===== src/design/np_pkg.sv =====
// Package with the request types, state encoding and fixed widths of next_permutation.
package np_pkg;

    localparam int VAL_W = 16;

    typedef struct packed {
        logic [VAL_W-1:0] elem_value;
        logic             is_last_elem;
    } np_in_t;

    typedef struct packed {
        logic [VAL_W-1:0] out_value;
        logic             out_last;
        logic             wrapped;
        logic             overflowed;
    } np_out_t;

    typedef enum logic [3:0] {
        ST_LOAD,
        ST_SCAN_RD,
        ST_SCAN_CMP,
        ST_FIND_RD,
        ST_FIND_CMP,
        ST_SWAP_A,
        ST_SWAP_B,
        ST_REV_RD,
        ST_REV_WA,
        ST_REV_WB,
        ST_EMIT_RD,
        ST_EMIT_OUT
    } np_state_t;

endpackage


===== src/design/next_permutation.sv =====
// Top level of next_permutation: sequence store, permutation sequencer and result register.
//
//  channel | direction | payload  | handshake
//  in      | input     | np_in_t  | in_valid / in_stall
//  out     | output    | np_out_t | out_valid / out_stall
//
// Loading accepts one element per cycle. After the marked element the sequencer works on a
// single-write, dual-read store: it reads and compares each pair in the ascent scan and each
// element in the larger-element search, writes the swap and each reversed suffix pair one end
// at a time on the single write port, and reads then emits each element, holding on out_stall.
// in_stall is high from the marked request until the last result sits in the output register.
// Reset clears the sequencer, the load count, the overflow flag and the output valid.
module next_permutation #(
    parameter int MAX_LEN    = 16,
    parameter int ELEM_WIDTH = 16
) (
    input  logic            clk,
    input  logic            rst_n,
    input  logic            in_valid,
    output logic            in_stall,
    input  np_pkg::np_in_t  in_data,
    output logic            out_valid,
    input  logic            out_stall,
    output np_pkg::np_out_t out_data
);
    import np_pkg::*;

    localparam int AW = $clog2(MAX_LEN);
    localparam int CW = $clog2(MAX_LEN + 1);

    logic [ELEM_WIDTH-1:0] mem [MAX_LEN];
    logic [ELEM_WIDTH-1:0] rd0_reg, rd1_reg;

    np_state_t state_reg, state_next;
    logic [CW-1:0]         cnt_reg, cnt_next;
    logic                  ovf_reg, ovf_next;
    logic                  wrap_reg, wrap_next;
    logic [AW-1:0]         idx_a_reg, idx_a_next;
    logic [AW-1:0]         idx_b_reg, idx_b_next;
    logic [AW-1:0]         last_reg, last_next;
    logic [ELEM_WIDTH-1:0] piv_reg, piv_next;
    logic                  out_valid_reg, out_valid_next;
    np_out_t               out_reg, out_next;

    logic                  we;
    logic [AW-1:0]         wa;
    logic [ELEM_WIDTH-1:0] wd;

    logic                    in_acc;
    logic                    full;
    logic [CW-1:0]           n_acc;
    logic [ELEM_WIDTH+15:0]  in_ext;
    logic [ELEM_WIDTH+15:0]  rd_ext;
    logic                    slot_free;

    assign in_acc    = in_valid && !in_stall;
    assign full      = (cnt_reg == CW'(MAX_LEN));
    assign n_acc     = full ? cnt_reg : cnt_reg + CW'(1);
    assign in_ext    = {{ELEM_WIDTH{1'b0}}, in_data.elem_value};
    assign rd_ext    = {16'b0, rd0_reg};
    assign slot_free = !out_valid_reg || !out_stall;

    assign in_stall  = (state_reg != ST_LOAD);
    assign out_valid = out_valid_reg;
    assign out_data  = out_reg;

    always_ff @(posedge clk)
    begin
        if (we)
        begin
            mem[wa] <= wd;
        end
        rd0_reg <= mem[idx_a_reg];
        rd1_reg <= mem[idx_b_reg];
    end

    always_ff @(posedge clk or negedge rst_n)
    begin
        if (!rst_n)
        begin
            state_reg     <= ST_LOAD;
            cnt_reg       <= '0;
            ovf_reg       <= 1'b0;
            out_valid_reg <= 1'b0;
        end
        else
        begin
            state_reg     <= state_next;
            cnt_reg       <= cnt_next;
            ovf_reg       <= ovf_next;
            out_valid_reg <= out_valid_next;
        end
    end

    always_ff @(posedge clk)
    begin
        wrap_reg  <= wrap_next;
        idx_a_reg <= idx_a_next;
        idx_b_reg <= idx_b_next;
        last_reg  <= last_next;
        piv_reg   <= piv_next;
        out_reg   <= out_next;
    end

    always_comb
    begin
        state_next     = state_reg;
        cnt_next       = cnt_reg;
        ovf_next       = ovf_reg;
        wrap_next      = wrap_reg;
        idx_a_next     = idx_a_reg;
        idx_b_next     = idx_b_reg;
        last_next      = last_reg;
        piv_next       = piv_reg;
        out_valid_next = out_valid_reg && out_stall;
        out_next       = out_reg;
        we             = 1'b0;
        wa             = idx_a_reg;
        wd             = rd1_reg;

        unique case (state_reg)
            ST_LOAD:
            begin
                if (in_acc)
                begin
                    if (full)
                    begin
                        ovf_next = 1'b1;
                    end
                    else
                    begin
                        we       = 1'b1;
                        wa       = cnt_reg[AW-1:0];
                        wd       = in_ext[ELEM_WIDTH-1:0];
                        cnt_next = n_acc;
                    end
                    if (in_data.is_last_elem)
                    begin
                        wrap_next  = 1'b0;
                        last_next  = AW'(n_acc - CW'(1));
                        idx_b_next = AW'(n_acc - CW'(1));
                        if (n_acc == CW'(1))
                        begin
                            idx_a_next = '0;
                            state_next = ST_EMIT_RD;
                        end
                        else
                        begin
                            idx_a_next = AW'(n_acc - CW'(2));
                            state_next = ST_SCAN_RD;
                        end
                    end
                end
            end
            ST_SCAN_RD:
            begin
                state_next = ST_SCAN_CMP;
            end
            ST_SCAN_CMP:
            begin
                if (rd0_reg < rd1_reg)
                begin
                    piv_next   = rd0_reg;
                    idx_b_next = last_reg;
                    state_next = ST_FIND_RD;
                end
                else if (idx_a_reg == '0)
                begin
                    wrap_next  = 1'b1;
                    idx_b_next = last_reg;
                    state_next = ST_REV_RD;
                end
                else
                begin
                    idx_a_next = idx_a_reg - AW'(1);
                    idx_b_next = idx_b_reg - AW'(1);
                    state_next = ST_SCAN_RD;
                end
            end
            ST_FIND_RD:
            begin
                state_next = ST_FIND_CMP;
            end
            ST_FIND_CMP:
            begin
                if (rd1_reg > piv_reg)
                begin
                    state_next = ST_SWAP_A;
                end
                else
                begin
                    idx_b_next = idx_b_reg - AW'(1);
                    state_next = ST_FIND_RD;
                end
            end
            ST_SWAP_A:
            begin
                we         = 1'b1;
                wa         = idx_a_reg;
                wd         = rd1_reg;
                state_next = ST_SWAP_B;
            end
            ST_SWAP_B:
            begin
                we         = 1'b1;
                wa         = idx_b_reg;
                wd         = piv_reg;
                idx_a_next = idx_a_reg + AW'(1);
                idx_b_next = last_reg;
                state_next = ST_REV_RD;
            end
            ST_REV_RD:
            begin
                if (idx_a_reg < idx_b_reg)
                begin
                    state_next = ST_REV_WA;
                end
                else
                begin
                    idx_a_next = '0;
                    state_next = ST_EMIT_RD;
                end
            end
            ST_REV_WA:
            begin
                we         = 1'b1;
                wa         = idx_a_reg;
                wd         = rd1_reg;
                state_next = ST_REV_WB;
            end
            ST_REV_WB:
            begin
                we         = 1'b1;
                wa         = idx_b_reg;
                wd         = rd0_reg;
                idx_a_next = idx_a_reg + AW'(1);
                idx_b_next = idx_b_reg - AW'(1);
                state_next = ST_REV_RD;
            end
            ST_EMIT_RD:
            begin
                state_next = ST_EMIT_OUT;
            end
            ST_EMIT_OUT:
            begin
                if (slot_free)
                begin
                    out_valid_next      = 1'b1;
                    out_next.out_value  = rd_ext[VAL_W-1:0];
                    out_next.out_last   = (idx_a_reg == last_reg);
                    out_next.wrapped    = wrap_reg;
                    out_next.overflowed = ovf_reg;
                    if (idx_a_reg == last_reg)
                    begin
                        cnt_next   = '0;
                        ovf_next   = 1'b0;
                        state_next = ST_LOAD;
                    end
                    else
                    begin
                        idx_a_next = idx_a_reg + AW'(1);
                        state_next = ST_EMIT_RD;
                    end
                end
            end
            default:
            begin
                state_next = ST_LOAD;
            end
        endcase
    end

endmodule


===== config.mk =====
export PLATFORM = sky130hd
export DESIGN_NAME = next_permutation
export DESIGN_NICKNAME = d
export VERILOG_FILES = /design/src/design/np_pkg.sv /design/src/design/next_permutation.sv
export SDC_FILE = /design/constraint.sdc
export NUM_CORES = 1
export LEC_CHECK = 0
export BUFFER_PORTS_ARGS = -buffer_cell sky130_fd_sc_hd__buf_2
export CAP_MARGIN = 25
export CORE_MARGIN = 2
export CORE_UTILIZATION = 60
export DETAILED_ROUTE_END_ITERATION = 7
export GPL_TIMING_DRIVEN = 0
export PLACE_DENSITY = 0.77
export SLEW_MARGIN = 15
export SYNTH_ARGS = -nofsm -noshare
export SYNTH_HDL_FRONTEND = slang
export SYNTH_SLANG_ARGS = --single-unit

===== constraint.sdc =====
create_clock -name clk -period 4.3 [get_ports clk]
set_input_delay 1.075 -clock clk [delete_from_list [all_inputs] [get_ports clk]]
set_output_delay 1.075 -clock clk [all_outputs]
set_load 0.01 [all_outputs]

==> reports/results.ini <==
[layout]
top_register=mem
nNetsFinal=1114
syn_to_final_growth_pct=13.8
n_fill_cell=1681
largest_register_ff_count=256
postLayoutCellArea_um2=18700
final_layout_size_suffix_gt1_frac=0.326

[pwr]
clkPwrFrac=0.187
sequentialPowerShare=0.353
combPwrFrac=0.461
irDropWorstVdd_mv=0.506
netSwitchingFraction=0.377
p_int_uw=9850
total_switching_power_uw=5970
power_leakage_uw=0.00635
power-per-cell-area_nw_per_um2=847
design_power_total_uw=15800

[critical_path]
worst_setup_path_startpoint=idx_b_reg[1]
crit-reg2reg-launch=idx_b_reg[1]
logic_depth_of_the_worst_register_to_register_path=8
crit_path_cell_trace=buf_1 > clkbuf_1 > inv_1 > ha_1 > a2111oi_0 > a2111oi_0 > nor4_1 > nor3_1
end_kind=register
critical_path_class=reg2reg
max_stage_delay_ns=0.78
timing.critical_path.mode_cell=a2111oi_0
worst-r2r-setup-slack_ns=0.16
r2r-end=idx_a_reg[2]
cp.required_ns=4.45
setup.worst_path.end=idx_a_reg[2]
worst-endpoint-arrival_ns=4.29
crit_fanout=10
timing.critical_path.from_type=register
critical-path-slowest-cell=clkbuf_1

[timing]
minimum_period_implied_by_the_final_worst_setup_slack_ns=4.14
timing.slew.headroom=0.231
timing_worst_slew_pin_value_ns=1.14
post_route_clock_period_utilization=0.964
slew_violations=0
finalSetupViolCount=0
max_freq_ghz=0.241
unrepaired_setup_endpoints_after_global_routing=false
fin_skew_ns=0.0196
hold_violation_total_from_the_final_report=0
finalSetupTns_ns=0
worst_hold_slack_ns=0.422

[die]
ioPinCount=42
initial_utilization=0.611
floorplan.die.width_um=169
rows=60
fp.coreArea_um2=26900
floorplan.die_area_um2=28700
die_h_um=169

[placed_design]
port_buffers=41
placedInstanceArea_um2=17600
gp_routability_congestion=0.917
hpwlAfterDp_mm=30.2

[clock_network]
insertion_delay_ns=0.53
clock_tree.htree_level_count=2
clock_path_buffers=3
clock-sinks=347
postCtsSetupRepairBufs=0
postCtsHoldBufs=0
cts_root_buffer=clkbuf_16
path_clk_slew_ns=0.06
cts_buffers=36
cts_resized=0
clock_tree_from_tritoncts=yes

[synthesis]
synth_commonest_cells=edfxtp_1 (304), mux4_2 (160), inv_1 (47)
summed_instance_area_of_the_synthesized_netlist_um2=16400
synth_cell_types=64
yosys_register_bits=347
post-synth-top-count-cell=edfxtp_1
synth_edf_count=304
synth_warnings=0
synth_flop_cell=edfxtp_1
mappedNetlistNets=1004
synthesis.instances=939
synth_top_area_cell=edfxtp_1
synth_sequential_area_ratio=0.612
synth_top_cell_area_share=0.556
syn_area_per_cell_um2=17.5
synthTopCellsByArea=edfxtp_1 (56%), mux4_2 (22%), dfxtp_1 (3.9%)
synthArstFlopShare=0.0317

[global_routing]
initial_antenna_violation_count=5
grt_start_max_net_pins=17
final_global_route_overflow_total=0
grt_pass1_vias=10100
grt_usage=0.319
grt_pass1_wl_mm=65.5

[routing]
dr.first_iter.drc_count=1777
drt-wirelength-per-cell_um=31.2
sum_of_routed_wire_length_over_all_layers_mm=44.2
number_of_iterations_in_the_first_detailed_routing_pass=8
antenna_left=0
drc=0
routed-via-count=10200
detail_route.vias_per_cell=7.20

[worst_hold_path]
worst_hold_path_type=in2async

[job]
max_cap_violations=0

[run_status]
status=finished clean

how the worst min path moves through the flow:
| stage | startpoint | end | slack (ns) | depth (start not counted) |
|---|---|---|---|---|
| detailed placement | wrap_reg | out_data[1] | 0.44 | 0 |
| global route | rst_n | state_reg[3] | 0.44 | 1 |
| floorplan | wrap_reg | out_data[1] | 0.40 | 0 |
| CTS | rst_n | state_reg[3] | 0.43 | 1 |
| global placement | wrap_reg | out_data[1] | 0.41 | 0 |
| finish | rst_n | state_reg[3] | 0.42 | 1 |
critical path, delay by kind of cell, from the launching register on:
kind / cells / cell delay (ns)
flip-flops: 1 / 0.40
AND/OR/NAND/NOR: 2 / 0.67
AO/OA/AOI/OAI: 2 / 0.85
adder cells (fa/ha/maj): 1 / 0.33
buffers and inverters: 3 / 1.52
metrics by stage:
| stage | cells | util | worst slack, ns |
|---|---|---|---|
| after floorplan | 939 | - | 1.13 |
| after global placement | 1321 | 0.634 | -0.714 |
| after detailed placement | 1351 | 0.653 | 0.349 |
| after CTS | 1415 | 0.695 | 0.298 |
| after global routing | 1416 | 0.695 | 0.0878 |
| final | 1417 | 0.695 | 0.156 |
final cells by class:
cell class	instances	area [µm²]	share of cell area
flip-flops and latches	347	10000	0.538
multi-input cells	485	6100	0.327
clock buffers	45	965	0.0516
repair buffers	72	551	0.0295
well taps	341	427	0.0228
plain buffers	58	264	0.0141
inverters	49	184	0.00985
clock inverters	19	141	0.00757
diodes	1	2.50	0.000134
cell families after synthesis:
logic type | after synthesis | synth area share
simple gates | 139 | 0.0445
mux | 161 | 0.220
xor+xnor | 16 | 0.00854
buf+inv | 107 | 0.0273
compound gates | 125 | 0.0533
fa+ha+maj | 44 | 0.0340
flops | 347 | 0.612
placed cells by master, fill, tap and decap left out, types with 16 or more instances in the layout:
cell type,Yosys,routed
a21oi_1,38,37
a22oi_1,17,17
buf_2,16,57
buf_4,3,17
clkbuf_1,24,30
clkbuf_16,0,36
dfxtp_1,32,32
edfxtp_1,304,304
ha_1,43,43
inv_1,47,47
mux4_2,160,160
nand2_1,45,45
nor2_1,33,16
o311ai_2,0,16
power groups by stage:
| stage | Clock (µW) | Combinational (µW) | Sequential [µW] |
|---|---|---|---|
| floorplan | 0 | 4540 | 5510 |
| global placement | 0 | 6440 | 5680 |
| detailed placement | 0 | 7080 | 5610 |
| CTS | 2980 | 7140 | 5560 |
| global route | 3110 | 7700 | 5630 |
| finish | 2950 | 7290 | 5580 |
routing by layer:
layer	up-vias	share of wire	GRT usage
li1	4107	-	-
met1	5111	0.36	0.445
met2	840	0.46	0.493
met5	-	0.00029	0
met4	2	0.039	0.115
met3	137	0.14	0.0865
Note: power is estimated with default switching activity, not from simulation.
